File: src/rtl/core/mmbd_pkg.sv
// Shared types and codes of the memory map bank decoder.
package mmbd_pkg;

    // Access kinds
    localparam logic OP_READ  = 1'b0;
    localparam logic OP_WRITE = 1'b1;

    // Target codes
    localparam logic [3:0] T_PORT   = 4'd0;
    localparam logic [3:0] T_CARTLO = 4'd1;
    localparam logic [3:0] T_CARTHI = 4'd2;
    localparam logic [3:0] T_BASIC  = 4'd3;
    localparam logic [3:0] T_CHAR   = 4'd4;
    localparam logic [3:0] T_KERNAL = 4'd5;
    localparam logic [3:0] T_RAM    = 4'd6;
    localparam logic [3:0] T_VIDEO  = 4'd7;
    localparam logic [3:0] T_SOUND  = 4'd8;
    localparam logic [3:0] T_COLOUR = 4'd9;
    localparam logic [3:0] T_TIMER1 = 4'd10;
    localparam logic [3:0] T_TIMER2 = 4'd11;
    localparam logic [3:0] T_NONE   = 4'd12;
    localparam logic [3:0] T_DEBUG  = 4'd13;

    // Configuration register indexes
    localparam logic [2:0] CFG_CART_MOUNTED  = 3'd0;
    localparam logic [2:0] CFG_CART_MODE     = 3'd1;
    localparam logic [2:0] CFG_LOW_ROM       = 3'd2;
    localparam logic [2:0] CFG_HIGH_ROM      = 3'd3;
    localparam logic [2:0] CFG_DEBUG_EXIT    = 3'd4;
    localparam logic [2:0] CFG_DEVICES       = 3'd5;

    // Cartridge modes
    localparam logic [1:0] CART_NONE    = 2'd0;
    localparam logic [1:0] CART_16K     = 2'd2;
    localparam logic [1:0] CART_ULTIMAX = 2'd3;

    // Port reset values and fixed addresses
    localparam logic [7:0]  PORT_DIR_RESET = 8'h2f;
    localparam logic [7:0]  PORT_VAL_RESET = 8'h37;
    localparam logic [15:0] DEBUG_EXIT_ADDR = 16'hd7ff;
    localparam logic [7:0]  UNMAPPED_DATA  = 8'hff;

    typedef struct packed {
        logic        operation;
        logic [15:0] address;
        logic [7:0]  write_data;
    } in_word_t;

    typedef struct packed {
        logic [3:0]  target;
        logic [15:0] offset;
        logic [7:0]  data;
        logic        data_valid;
        logic        bank_refresh;
    } out_word_t;

endpackage

File: src/rtl/core/memory_map_bank_decoder.sv
// Top level of the memory map bank decoder: access decode, port registers, configuration.
//
//  channel  direction  handshake            word
//  in       to block   in_valid / in_stall  in_data   (operation, address, write_data)
//  out      from block out_valid / out_stall out_data (target, offset, data, flags)
//  cfg      to block   cfg_valid / cfg_ready cfg_index, cfg_data
//
// One access is decoded per cycle unless out_stall holds the result: the decode runs
// straight from the accepted word into the result register, and a new word may enter
// every cycle that in_stall is low. Port writes land at the acceptance edge, so the next
// word already decodes with the new banking. rst_n clears the configuration, the
// port registers (to their power-on values) and the result valid. in_stall rises
// only while a result is held by out_stall; the result register frees in the same
// cycle it is taken. cfg_ready is always high.
module memory_map_bank_decoder
    import mmbd_pkg::*;
(
    input  logic      clk,
    input  logic      rst_n,
    input  logic      in_valid,
    output logic      in_stall,
    input  in_word_t  in_data,
    output logic      out_valid,
    input  logic      out_stall,
    output out_word_t out_data,
    input  logic       cfg_valid,
    output logic       cfg_ready,
    input  logic [2:0] cfg_index,
    input  logic [3:0] cfg_data
);

    // Configuration registers
    logic       cart_mounted_reg;
    logic [1:0] cart_mode_reg;
    logic       low_rom_reg;
    logic       high_rom_reg;
    logic       debug_exit_reg;
    logic [3:0] devices_reg;

    // Processor port
    logic [7:0] port_dir_reg,   port_dir_next;
    logic [7:0] port_val_reg,   port_val_next;

    // Result register
    logic      out_valid_reg, out_valid_next;
    out_word_t out_reg,       out_next;

    logic accept;
    logic out_free;

    // Decode helpers
    logic [15:0] a;
    logic [7:0]  wd;
    logic        io_win, io_vis, char_vis, ioc;
    logic        hit_video, hit_sound, hit_colour, hit_timer1, hit_timer2;
    logic [3:0]  io_tgt;
    logic [15:0] io_off;

    assign cfg_ready = 1'b1;
    assign out_free  = !(out_valid_reg && out_stall);
    assign in_stall  = !out_free;
    assign accept    = in_valid && out_free;
    assign out_valid = out_valid_reg;
    assign out_data  = out_reg;

    assign a  = in_data.address;
    assign wd = in_data.write_data;

    assign ioc      = (port_val_reg[1:0] != 2'b00);
    assign io_vis   = ioc && port_val_reg[2];
    assign char_vis = ioc && !port_val_reg[2];
    assign io_win   = (a[15:12] == 4'hd);

    // I/O window regions, first match wins in this order
    assign hit_video  = io_win && (a[11:10] == 2'b00) && devices_reg[0];
    assign hit_sound  = io_win && (a[11:5] == 7'b0100000) && devices_reg[1];
    assign hit_colour = io_win && (a[11:10] == 2'b10);
    assign hit_timer1 = io_win && (a[11:8] == 4'hc) && devices_reg[2];
    assign hit_timer2 = io_win && (a[11:8] == 4'hd) && devices_reg[3];

    always_comb
    begin
        io_tgt = T_NONE;
        io_off = 16'h0000;
        if (hit_video)
        begin
            io_tgt = T_VIDEO;
            io_off = {6'b0, a[9:0]};
        end
        else if (hit_sound)
        begin
            io_tgt = T_SOUND;
            io_off = {11'b0, a[4:0]};
        end
        else if (hit_colour)
        begin
            io_tgt = T_COLOUR;
            io_off = {6'b0, a[9:0]};
        end
        else if (hit_timer1)
        begin
            io_tgt = T_TIMER1;
            io_off = {8'b0, a[7:0]};
        end
        else if (hit_timer2)
        begin
            io_tgt = T_TIMER2;
            io_off = {8'b0, a[7:0]};
        end
    end

    // Access decode into the result register; port writes land at the same edge
    always_comb
    begin
        port_dir_next  = port_dir_reg;
        port_val_next  = port_val_reg;
        out_valid_next = out_valid_reg;
        out_next       = out_reg;

        if (out_free)
        begin
            out_valid_next = in_valid;
        end

        if (accept)
        begin
            out_next.target       = T_RAM;
            out_next.offset       = a;
            out_next.data         = 8'h00;
            out_next.data_valid   = 1'b0;
            out_next.bank_refresh = 1'b0;

            if (in_data.operation == OP_WRITE)
            begin
                out_next.data = wd;
                if (a[15:1] == 15'b0)
                begin
                    out_next.target = T_PORT;
                    if (a[0])
                    begin
                        port_val_next = wd;
                    end
                    else
                    begin
                        port_dir_next = wd;
                    end
                end
                else if (io_win && io_vis)
                begin
                    if (a == DEBUG_EXIT_ADDR && debug_exit_reg)
                    begin
                        out_next.target = T_DEBUG;
                        out_next.offset = 16'h0000;
                    end
                    else
                    begin
                        out_next.target = io_tgt;
                        out_next.offset = io_off;
                        if (io_tgt == T_COLOUR)
                        begin
                            out_next.data = {4'b0, wd[3:0]};
                        end
                        // Timer2 port A or its direction register forces a bank refresh
                        if (io_tgt == T_TIMER2 && a[3:2] == 2'b00 && a[0] == 1'b0)
                        begin
                            out_next.bank_refresh = 1'b1;
                        end
                    end
                end
            end
            else
            begin
                if (a[15:1] == 15'b0)
                begin
                    out_next.target     = T_PORT;
                    out_next.data       = a[0] ? port_val_reg : port_dir_reg;
                    out_next.data_valid = 1'b1;
                end
                else if (cart_mounted_reg && low_rom_reg && cart_mode_reg != CART_NONE
                         && a[15:13] == 3'b100)
                begin
                    out_next.target = T_CARTLO;
                    out_next.offset = {3'b0, a[12:0]};
                end
                else if (cart_mounted_reg && high_rom_reg && cart_mode_reg == CART_16K
                         && a[15:13] == 3'b101)
                begin
                    out_next.target = T_CARTHI;
                    out_next.offset = {3'b0, a[12:0]};
                end
                else if (cart_mounted_reg && high_rom_reg && cart_mode_reg == CART_ULTIMAX
                         && a[15:13] == 3'b111)
                begin
                    out_next.target = T_CARTHI;
                    out_next.offset = {3'b0, a[12:0]};
                end
                else if (a[15:13] == 3'b101 && port_val_reg[1:0] == 2'b11)
                begin
                    out_next.target = T_BASIC;
                    out_next.offset = {3'b0, a[12:0]};
                end
                else if (io_win && io_vis)
                begin
                    out_next.target = io_tgt;
                    out_next.offset = io_off;
                    // Nothing answers here: the block drives an open bus itself
                    if (io_tgt == T_NONE)
                    begin
                        out_next.data       = UNMAPPED_DATA;
                        out_next.data_valid = 1'b1;
                    end
                end
                else if (io_win && char_vis)
                begin
                    out_next.target = T_CHAR;
                    out_next.offset = {4'b0, a[11:0]};
                end
                else if (a[15:13] == 3'b111 && port_val_reg[1])
                begin
                    out_next.target = T_KERNAL;
                    out_next.offset = {3'b0, a[12:0]};
                end
            end
        end
    end

    // Control state and port registers
    always_ff @(posedge clk or negedge rst_n)
    begin
        if (!rst_n)
        begin
            out_valid_reg <= 1'b0;
            port_dir_reg  <= PORT_DIR_RESET;
            port_val_reg  <= PORT_VAL_RESET;
        end
        else
        begin
            out_valid_reg <= out_valid_next;
            port_dir_reg  <= port_dir_next;
            port_val_reg  <= port_val_next;
        end
    end

    // Result payload, no reset
    always_ff @(posedge clk)
    begin
        out_reg <= out_next;
    end

    // Configuration writes; indexes beyond the list are dropped
    always_ff @(posedge clk or negedge rst_n)
    begin
        if (!rst_n)
        begin
            cart_mounted_reg <= 1'b0;
            cart_mode_reg    <= 2'b00;
            low_rom_reg      <= 1'b0;
            high_rom_reg     <= 1'b0;
            debug_exit_reg   <= 1'b0;
            devices_reg      <= 4'h0;
        end
        else if (cfg_valid && cfg_ready)
        begin
            case (cfg_index)
                CFG_CART_MOUNTED: cart_mounted_reg <= cfg_data[0];
                CFG_CART_MODE:    cart_mode_reg    <= cfg_data[1:0];
                CFG_LOW_ROM:      low_rom_reg      <= cfg_data[0];
                CFG_HIGH_ROM:     high_rom_reg     <= cfg_data[0];
                CFG_DEBUG_EXIT:   debug_exit_reg   <= cfg_data[0];
                CFG_DEVICES:      devices_reg      <= cfg_data;
                default:          ;
            endcase
        end
    end

endmodule

File: config.mk
export PLATFORM = sky130hd
export DESIGN_NAME = memory_map_bank_decoder
export DESIGN_NICKNAME = d
export VERILOG_FILES = /design/src/rtl/core/mmbd_pkg.sv /design/src/rtl/core/memory_map_bank_decoder.sv
export SDC_FILE = /design/constraint.sdc
export NUM_CORES = 1
export LEC_CHECK = 0
export CAP_MARGIN = 20
export CORE_MARGIN = 1
export CORE_UTILIZATION = 35
export DETAILED_ROUTE_END_ITERATION = 8
export DONT_BUFFER_PORTS = 1
export PLACE_DENSITY_LB_ADDON = 0.25
export SLEW_MARGIN = 0
export SYNTH_ARGS = -nofsm -noshare
export SYNTH_HDL_FRONTEND = slang
export SYNTH_SLANG_ARGS = --single-unit
File: constraint.sdc
create_clock -name clk -period 2.05 [get_ports clk]
set_input_delay 0.41 -clock clk [delete_from_list [all_inputs] [get_ports clk]]
set_output_delay 0.41 -clock clk [all_outputs]
set_load 0.005 [all_outputs]
### Yosys cells after proc, flatten, opt, wreduce, memory -nomap -nowiden

Index checks and enable logic that the tools add are counted.

| storage, ports and cells | value |
|---|---|
| flip-flop bits (word level) | 57 |
| latch bits | 0 |
| memory bits (writable) | 0 |
| memory bits (read-only) | 0 |
| input port bits | 37 |
| output and inout bits | 33 |
| logic and storage cells | 117 |
| memories | 0 |

| cells by class | value |
|---|---|
| add/subtract/negate cells | 0 |
| $mul | 0 |
| div/mod/pow operators | 0 |
| $lt $le $gt $ge | 0 |
| eq/ne operators | 20 |
| shift-type cells | 0 |
| mux-type cells | 35 |
| bitwise gates (word level) | 3 |
| reductions and logical operators | 45 |

Operators with widths:

| operator | count |
|---|---|
| $mux W20 | 7 |
| $mux W9 | 7 |
| $mux W28 | 2 |
| $mux W8 | 5 |
| $mux W16 | 2 |
| $logic_and A1 B1 Y1 | 28 |
| $eq A4 B4 Y1 const B | 6 |
| $mux W24 | 1 |
| $mux W10 | 2 |
| $mux W18 | 1 |
| $eq A16 B16 Y1 const B | 1 |
| $mux W4 | 4 |
| $eq A3 B3 Y1 const B | 5 |
| $logic_not A15 Y1 | 1 |
| $reduce_and A2 Y1 | 6 |
| $mux W3 | 3 |
| $eq A2 B2 Y1 const B | 4 |
| $reduce_and A4 Y1 | 2 |
| $eq A7 B6 Y1 const B | 1 |
| $eq A3 B2 Y1 const B | 2 |
| $logic_not A2 Y1 | 2 |
| $reduce_bool A2 Y1 | 2 |
| $reduce_or A4 Y1 | 1 |
| $eq A3 B1 Y1 const B | 1 |
| other kinds (4) | 7 |

### Logic depth before layout (Yosys ltp)

Gate-level depths: netlist (run 1).

| logic depth | value |
|---|---|
| depth after elaboration | 17 |
| depth in mapped cells | 8 |
| gate-level depth less buffers | 5 |

### Least setup slack after synthesis (run 1)

OpenSTA, ideal clock, no wires.

| timing | value |
|---|---|
| kind | input to register |
| start | in out_stall |
| end | reg port_val_reg[3] |
| setup time | 0.125 ns |
| arrival time | 2.186 ns |
| data required time | 1.925 ns |
| setup slack | -0.261 ns |
| stages | 6 |
| buffers on the path | 1 |
| cells stage by stage | nand2_1 -> and2_1 -> nor2b_2 -> and3_4 -> buf_12 -> mux2_4 |

| between the ends | value |
|---|---|
| longest elaborated chain between the ends | 4 |

RTL lines:

| element | line | RTL |
|---|---|---|
| start, declared | memory_map_bank_decoder.sv:24 | `input logic out_stall,` |
| $logic_and A1 B1 Y1 | memory_map_bank_decoder.sv:60 | `assign out_free = !(out_valid_reg && out_stall);` |
| $logic_not A1 Y1 | memory_map_bank_decoder.sv:60 |  |
| $logic_and A1 B1 Y1 | memory_map_bank_decoder.sv:62 | `assign accept = in_valid && out_free;` |
| via accept | memory_map_bank_decoder.sv:48 | `logic accept;` |
| $reduce_and A4 Y1 (no line) | -- |  |
| end signal, assigned | memory_map_bank_decoder.sv:240 | `port_val_reg <= port_val_next;` |
| end, declared | memory_map_bank_decoder.sv:42 | `logic [7:0] port_val_reg, port_val_next;` |

The timed path passes the listed nets, and every way through them passes these cells.
A chain may end at the register's enable or synchronous reset.

### Worst setup path in the final report (run 1)

| timing | value |
|---|---|
| start | reg port_val_reg[1] |
| end | reg out_reg (netlist bit out_data[15]) (data pin) |

| between the ends | value |
|---|---|
| longest elaborated chain between the ends | 11 |
| elaborated cells between the ends (all ways) | 17 |
| classes of those cells | 1 x eq/ne; 10 x mux; 6 x reduce/logical |

RTL lines:

| element | line | RTL |
|---|---|---|
| $reduce_bool A2 Y1 | memory_map_bank_decoder.sv:69 | `assign ioc = (port_val_reg[1:0] != 2'b00);` |
| $logic_and A1 B1 Y1 | memory_map_bank_decoder.sv:71 | `assign char_vis = ioc && !port_val_reg[2];` |
| $logic_and A1 B1 Y1 | memory_map_bank_decoder.sv:213 | `else if (io_win && char_vis)` |
| $mux W20 | memory_map_bank_decoder.sv:213 |  |
| $mux W20 | memory_map_bank_decoder.sv:202 | `else if (io_win && io_vis)` |
| $mux W20 | memory_map_bank_decoder.sv:197 | `else if (a[15:13] == 3'b101 && port_val_reg[1:0] == 2'b11)` |
| $mux W20 | memory_map_bank_decoder.sv:191 | `else if (cart_mounted_reg && high_rom_reg && cart_mode_reg == CART_ULTIMAX` |
| $mux W20 | memory_map_bank_decoder.sv:185 | `else if (cart_mounted_reg && high_rom_reg && cart_mode_reg == CART_16K` |
| $mux W20 | memory_map_bank_decoder.sv:179 | `else if (cart_mounted_reg && low_rom_reg && cart_mode_reg != CART_NONE` |
| $mux W16 | memory_map_bank_decoder.sv:173 | `if (a[15:1] == 15'b0)` |
| $mux W28 * | memory_map_bank_decoder.sv:133 | `if (in_data.operation == OP_WRITE)` |
| end signal, assigned | memory_map_bank_decoder.sv:247 | `out_reg <= out_next;` |
| end, declared | memory_map_bank_decoder.sv:46 | `out_word_t out_reg, out_next;` |

Mark *: on every way between the ends. The rest lies on a longest branch, timed or not.

==> results of run 1 <==
-- timing repair --
| item | 4_1_cts | 5_1_grt |
|---|---|---|
| hold buffers | 2 | 0 |
| gates resized for setup | 0 | 0 |
| hold endpoints to repair | 27 | 0 |
-- layout by cell type, fill, tap and decap left out, types with 4 or more instances in the layout --
| cell | Yosys | layout |
|---|---|---|
| a211o_1 | 4 | 4 |
| and2_1 | 15 | 14 |
| nand2_1 | 13 | 13 |
| clkbuf_8 | 0 | 11 |
| a22o_1 | 4 | 4 |
| nor2_1 | 8 | 8 |
| nor2b_1 | 8 | 8 |
| edfxtp_1 | 30 | 30 |
| o21ai_0 | 12 | 12 |
| mux2_2 | 23 | 23 |
| buf_4 | 2 | 9 |
| nand4_1 | 5 | 5 |
| dfrtp_1 | 17 | 17 |
| mux2_4 | 8 | 8 |
| and3_1 | 4 | 4 |
| dfstp_2 | 10 | 10 |
| nor3_1 | 4 | 4 |
-- power by group through the flow --
stage	sequential, W	combinational [W]	clock [W]
3_5_place_dp	0.00136	0.000166	0
6_report	0.00134	0.000180	0.00104
5_1_grt	0.00135	0.000200	0.00113
3_3_place_gp	0.00136	0.000162	0
4_1_cts	0.00134	0.000184	0.00107
2_1_floorplan	0.00135	0.000146	0
-- cell families (layout without fill, tap and decap cells) --
group	after synthesis	in the layout	synth area share (%)
flops	57	57	55.46
compound gates	40	40	10.52
buf+inv	12	30	3.231
simple gates	80	80	17.12
other cells	1	1	0.1309
xor+xnor	1	1	0.3057
mux	31	31	13.23
-- stage by stage --
stage                     total power (W)  setup slack (ps)  std cells
after detailed placement         0.001530             142.2        324
after CTS                        0.002593             177.3        342
after global routing             0.002684             59.55        342
after global placement           0.001524             154.4        324
after floorplan                  0.001493             88.01        222
final                            0.002564             167.0        342
-- final cells by class --
type,instances,area [sq um]
Multi-Input combinational cell,153,1185
Clock inverter,3,38.79
Sequential cell,57,1589
Clock buffer,13,158.9
Timing Repair Buffer,11,97.59
Tap cell,102,127.6
Inverter,3,11.26
Fill cell,726,4599
-- path summary, 6_finish.rpt --
| kind | endpoint | startpoint |
|---|---|---|
| setup / recovery | out_data[15] | port_val_reg[1] |
| hold / removal | out_valid | in_valid |
| setup reg to reg | out_data[15] | port_val_reg[1] |
| hold reg to reg | port_dir_reg[7] | port_dir_reg[7] |
| max in group asynchronous | port_dir_reg[1] | rst_n |
| min in group asynchronous | port_dir_reg[6] | rst_n |
-- routing by layer --
| metal | global-route usage [%] | up-vias | share of wire (%) |
|---|---|---|---|
| met5 | 0 | - | 0 |
| met3 | 6.568 | 14 | 7.8 |
| met1 | 20.08 | 898 | 44 |
| li1 | - | 868 | - |
| met2 | 24.07 | 65 | 45 |
| met4 | 7.943 | 0 | 2.4 |
-- worst max-delay path, cell delays in order, from the launching register on --
cell     delay [ps]
dfstp_2         590
or2_2           150
and3_1          340
nand2_1         150
a41o_1          250
and2_1          160
==> run metrics, run 1 <==
Net Count, Synth 259; Longest Clk Path Bufs 2; RSZ-0062 raised after global routing false; Internal Pwr Total 0.002009 W; register area share after synthesis 55.46%; Post-synth ARST share 47.37%; sequential power share 52.3%; Routed WL per cell 18.49 um; TritonCTS Buffers 9; syn avg cell area 12.91 sq um; Die W 92.48 um; post-layout util 41.09%; Final min period 1883 ps; detailed placer's ending HPWL 4.723 mm; setup tns final 0 ps; CP required 2140 ps; Yosys top cell by area edfxtp_1; initial antenna violation count 0; status finished clean; Startpoint Class flop; gr usage total 16.12%; Post-synth top cells edfxtp_1 (30), mux2_2 (23), dfrtp_1 (17), and2_1 (15), nand2_1 (13); core area 0.007807 sq mm; Sw Share 21.64%; Placer Congestion 0.8107; via density per instance 5.395; clk slew on worst S/H paths 60 ps; TritonCTS clock tree yes; die area 0.008553 sq mm; Worst EP arrival 1970 ps; Peak VDD IR 0.0002631 V; R2R Setup Slk 170 ps; crit path max fanout 8; Root Buffer clkbuf_8; post-route cell area 0.003208 sq mm; Worst-Skew Late Latency 330 ps; Worst Reg-to-Reg Cells 5; Sink Count 57; WHS Path Cells 1; leak pwr 1.203 nW; Clock Skew 6.583 ps; final wirelength 6.324 mm; grt total ovfl 0; synth warn 0; MaxCap Viol Count 0; pin count of the biggest net entering global routing 31; max-slew violations 0; count leader, synth edfxtp_1; global-route wire length before repair 10.31 mm; WS Path Type flop to flop; CP Capture Type flop; Placed Area 0.002980 sq mm; final antenna-violating net count 0; final setup fails 0; Post-CTS Setup Bufs 0; TritonRoute pass-1 iters 4; row count 32; FF+latch count, synth 57; vias in the first global route 1971; layout cells sized above 1 30.83%; Layout Nets 272; period utilisation layout 91.85%; cells after synthesis 222; Synth cell types 56; Main synth FF type edfxtp_1; max FFs per register 30; via count 1845; CTS H-tree lvls 3; Hold Path Class primary input to flop; Fin Hold WS 188.4 ps; IO Pins 70; Pwr Density 799.3 mW/mm^2; Clock power frac 40.6%; synth top area cells edfxtp_1 (31%), dfrtp_1 (15%), dfstp_2 (9.2%); fmax 531.1 MHz; DR iter-0 viols 62; DIE HEIGHT 92.48 um; Net Switching 0.0005549 W; n_diodes 0; drt drc 0; synthesized cell area 0.002865 sq mm; Post-synth EDFFs 30; Yosys top cell area share 31.44%; IO buf count 0; Syn-to-layout area delta 11.97%; Final Hold Fails 0; initial core utilization 36.70%; Comb pwr share 7.0%
Power figures use the tool's default switching activity.
==> run 2: changes to the inputs <==
--- a/config.mk
+++ b/config.mk
@@ -10,7 +10,6 @@
 export CORE_UTILIZATION = 35
 export DETAILED_ROUTE_END_ITERATION = 8
 export DONT_BUFFER_PORTS = 1
-export PLACE_DENSITY_LB_ADDON = 0.25
 export SLEW_MARGIN = 0
 export SYNTH_ARGS = -nofsm -noshare
 export SYNTH_HDL_FRONTEND = slang
==> run metrics, run 2 (same netlist as run 1, synthesis figures left out) <==
status finished clean; grt total ovfl 0; detailed placer's ending HPWL 4.648 mm; Worst EP arrival 1910 ps; Syn-to-layout area delta 11.14%; core area 0.007807 sq mm; CP required 2130 ps; CTS Hold Buffers Added 2; DIE HEIGHT 92.48 um; DR iter-0 viols 105; commonest non-fill, non-tap cell in the layout edfxtp_1; final wirelength 6.321 mm; row count 32; gr usage total 15.77%; MaxCap Viol Count 0; WHS Path Cells 1; Layout Nets 270; die area 0.008553 sq mm; Pwr Density 794.2 mW/mm^2; most frequent cells in the layout edfxtp_1 (30), mux2_2 (23), dfrtp_1 (17); initial core utilization 36.70%; crit path max fanout 7; Hold Path Class primary input to flop; period utilisation layout 89.13%; leak pwr 1.189 nW; slowest stage cell, crit path dfstp_2; WS Path Type flop to flop; Worst-Skew Late Latency 330 ps; setup tns final 0 ps; CP Buf/Inv Count 0; max-slew violations 0; initial antenna violation count 0; CTS resizes 0; final antenna-violating net count 0; via count 1860; Clock Skew 10.61 ps; TritonRoute pass-1 iters 4; clk slew on worst S/H paths 60 ps; global-route wire length before repair 9.929 mm; Startpoint Class flop; Post-CTS Setup Bufs 0; worst reg2reg path startpoint port_val_reg[1]; CP top delay family simple AND/OR/NAND/NOR gates; R2R Setup Slk 220 ps; min-delay src in_valid; FILL cells 756; Longest Clk Path Bufs 2; Worst Reg-to-Reg Cells 5; CP Capture Type flop; reg2reg end out_data[17]; drt drc 0; via density per instance 5.471; Root Buffer clkbuf_8; final setup fails 0; Placer Congestion 0.8367; Peak VDD IR 0.0002741 V; worst-path cell chain or2_2 > and3_1 > nand2_1 > a41o_1 > and2_1; Final min period 1827 ps; layout cells sized above 1 30.25%; fmax 547.3 MHz; Die W 92.48 um; RSZ-0062 raised after global routing false; Final Hold Fails 0; CTS H-tree lvls 3; n_diodes 0; Crit path largest cell delay 590 ps; TritonCTS Buffers 9; Routed WL per cell 18.59 um; max FFs per register 30; WHS Endpoint out_valid; Power Total 0.002529 W; IO Pins 70; pin count of the biggest net entering global routing 31; TritonCTS clock tree yes; vias in the first global route 1895; Sink Count 57; IO buf count 0
run 2: changes by cell type in the layout (fill, tap and decap cells not counted), sizes merged:
cell and delta:
buf -2, clkbuf -1, clkinv +1
run 2: worst reg2reg max path, delay by kind of cell (launching register included):
family	cells	cell delay, ps
and+or+nand+nor	4	750
DFF	1	590
AOI/OAI and AO/OA	1	250
run 2: worst max path at each step:
stage                          startpoint         endpoint  slack, ps  cells after the start
after global placement        in_data[10]  port_val_reg[7]        120                      5
final                     port_val_reg[1]     out_data[17]        220                      5
after floorplan                 out_stall  port_val_reg[3]         90                      6
after detailed placement      in_data[10]  port_val_reg[6]        110                      5
after global routing      port_val_reg[1]     out_data[15]        100                      5
after CTS                  devices_reg[3]      out_data[3]        210                      5
run 2: cell type report:
| type | count | area (sq um) | area share [%] |
|---|---|---|---|
| Clock buffer | 12 | 145.1 | 4.558 |
| Clock inverter | 4 | 43.79 | 1.375 |
| Inverter | 3 | 11.26 | 0.3536 |
| Multi-Input combinational cell | 153 | 1185 | 37.21 |
| Sequential cell | 57 | 1589 | 49.90 |
| Tap cell | 102 | 127.6 | 4.008 |
| Timing Repair Buffer | 9 | 82.58 | 2.593 |
run 2: per-layer routing:
metal  global-route usage, %  vias up  wire (um)
met5                       0        -          0
met3                   5.747       13        445
met1                   18.54      918       2769
li1                        -      863          -
met4                   9.766        0        150
met2                   24.44       66       2955
run 2: stage by stage:
| step | cell area [sq um] | util, % | instances | hold slack, ps | setup slack [ps] |
|---|---|---|---|---|---|
| 6_report | 3184 | 40.79 | 340 | 191.7 | 222.8 |
| 5_1_grt | 3184 | 40.79 | 340 | 188.2 | 102.9 |
| 4_1_cts | 3184 | 40.79 | 340 | 177.3 | 207.4 |
| 3_5_place_dp | 2965 | 37.98 | 322 | 115.0 | 107.9 |
| 3_3_place_gp | 2965 | 37.98 | 322 | 115.0 | 120.0 |
| 2_1_floorplan | 2867 | - | 222 | 114.4 | 88.01 |
run 2: report_power, final:
part	internal, W	total [W]	switching, W
combinational	0.0000898	0.000178	0.0000886
sequential	0.00129	0.00134	0.0000471
clock	0.000587	0.00101	0.000422
total	0.00197	0.00253	0.000558
==> run 3: changes to the inputs <==
--- a/config.mk
+++ b/config.mk
@@ -5,9 +5,11 @@
 export SDC_FILE = /design/constraint.sdc
 export NUM_CORES = 1
 export LEC_CHECK = 0
+export ABC_AREA = 1
 export CAP_MARGIN = 20
 export CORE_MARGIN = 1
 export CORE_UTILIZATION = 35
+export CTS_CLUSTER_DIAMETER = 120
 export DETAILED_ROUTE_END_ITERATION = 8
 export DONT_BUFFER_PORTS = 1
 export SLEW_MARGIN = 0
==> run metrics, run 3 <==
setup tns final 0 ps; CTS H-tree lvls 3; Yosys top cell area share 29.88%; CP Capture Type flop; commonest non-fill, non-tap cell in the layout nand2_1; via count 2247; Post-CTS Setup Bufs 0; initial core utilization 36.52%; initial antenna violation count 0; TritonCTS Buffers 9; global-route wire length before repair 10.43 mm; layout cells sized above 1 17.83%; Startpoint Class flop; Routed WL per cell 13.77 um; gr usage total 15.43%; max-slew violations 0; TritonRoute pass-1 iters 5; die area 0.008991 sq mm; WS Path Type flop to flop; TritonCTS clock tree yes; final wirelength 6.389 mm; syn avg cell area 8.740 sq um; Hold Path Class primary input to flop; final setup fails 0; Longest Clk Path Bufs 2; drt drc 0; RSZ-0062 raised after global routing false; leak pwr 1.562 nW; IO Pins 70; Synth cell types 36; IO buf count 0; CTS resizes 0; Net Count, Synth 382; Pwr Density 735.7 mW/mm^2; Final min period 1692 ps; Root Buffer clkbuf_8; Sink Count 57; final antenna-violating net count 0; Placed Area 0.003118 sq mm; Clock Skew 7.785 ps; n_diodes 0; most frequent cells in the layout nand2_1 (107), inv_1 (39), nor2_1 (36); detailed placer's ending HPWL 4.891 mm; Die W 94.82 um; vias in the first global route 2120; MaxCap Viol Count 0; core area 0.008258 sq mm; Yosys top cell by area edfxtp_1; Post-synth EDFFs 30; count leader, synth nand2_1; synth warn 0; Syn-to-layout area delta 10.50%; DIE HEIGHT 94.82 um; Peak VDD IR 0.0002270 V; FF+latch count, synth 57; synthesized cell area 0.003015 sq mm; max FFs per register 30; CTS Hold Buffers Added 2; fmax 591.1 MHz; Worst-Skew Late Latency 330 ps; CP required 2130 ps; pin count of the biggest net entering global routing 31; status finished clean; register area share after synthesis 52.70%; clk slew on worst S/H paths 60 ps; crit path max fanout 10; grt total ovfl 0; via density per instance 4.843; cells after synthesis 345; Main synth FF type edfxtp_1; Placer Congestion 0.8550; Layout Nets 391; Fin Hold WS 201.2 ps; row count 33; Worst EP arrival 1770 ps; period utilisation layout 82.53%; Final Hold Fails 0; Post-synth ARST share 47.37%; synth top area cells edfxtp_1 (30%), dfrtp_1 (14%), nand2_1 (13%); Post-synth top cells nand2_1 (107), inv_1 (39), nor2_1 (37), edfxtp_1 (30), dfrtp_1 (17); DR iter-0 viols 170; post-route cell area 0.003332 sq mm
-- run 3: cell type report --
class / instances / area [sq um]
fillers: 837 / 4926
flip-flops and latches: 57 / 1589
multi-input cells: 238 / 1215
clock buffers: 13 / 168.9
inverters: 44 / 167.7
well taps: 105 / 131.4
repair buffers: 4 / 45.04
clock inverters: 3 / 15.01
-- run 3: final timing paths --
path                                 start         endpoint  slack, ps  cells past startpoint
max                        port_val_reg[1]     out_data[16]        360                      8
min                             in_data[1]  port_val_reg[1]        200                      2
max reg2reg                port_val_reg[1]     out_data[16]        360                      8
min reg2reg                port_dir_reg[5]  port_dir_reg[5]        470                      2
max in group asynchronous            rst_n  port_val_reg[5]       1300                      2
min in group asynchronous            rst_n   devices_reg[3]        520                      2
-- run 3: layer usage --
metal  vias to the layer above  track usage [%]  share of wire [%]
met5                         -                0                  0
met4                         0            9.343                1.8
met3                        10            4.670                7.2
met2                        74            22.84                 45
met1                      1024            19.69                 46
li1                       1139                -                  -
-- run 3: cells by family after synthesis --
| logic type | after synthesis | share of synthesized area, % |
|---|---|---|
| AOI/OAI and AO/OA | 42 | 8.506 |
| DFF | 57 | 52.70 |
| buffers and inverters | 50 | 7.095 |
| and+or+nand+nor | 189 | 29.34 |
| muxes | 6 | 2.241 |
| other | 1 | 0.1244 |
-- run 3: report_power, final --
part           leakage [nW]  switching (W)  internal [W]
Clock                0.0992       0.000416      0.000531
Combinational         0.861       0.000111     0.0000621
Sequential            0.602      0.0000428       0.00129
Total                  1.56       0.000571       0.00188
-- run 3: critical path: stages (launching register included) --
cell and delay (ps):
dfstp_2 570, or2_2 150, nand2_4 70, nor2_8 170, nand2_2 80, inv_1 110, nand4_1 150, nand2_1 100
nor2_1 40
-- run 3: per-stage QoR --
step	cells	util (%)	setup WS [ps]	total power, W
final	464	40.35	358.2	0.002451
after global placement	446	37.76	286.9	0.001507
after floorplan	345	-	306.4	0.001477
after global routing	464	40.35	167.0	0.002553
after CTS	464	40.35	356.0	0.002482
after detailed placement	446	37.76	255.7	0.001513
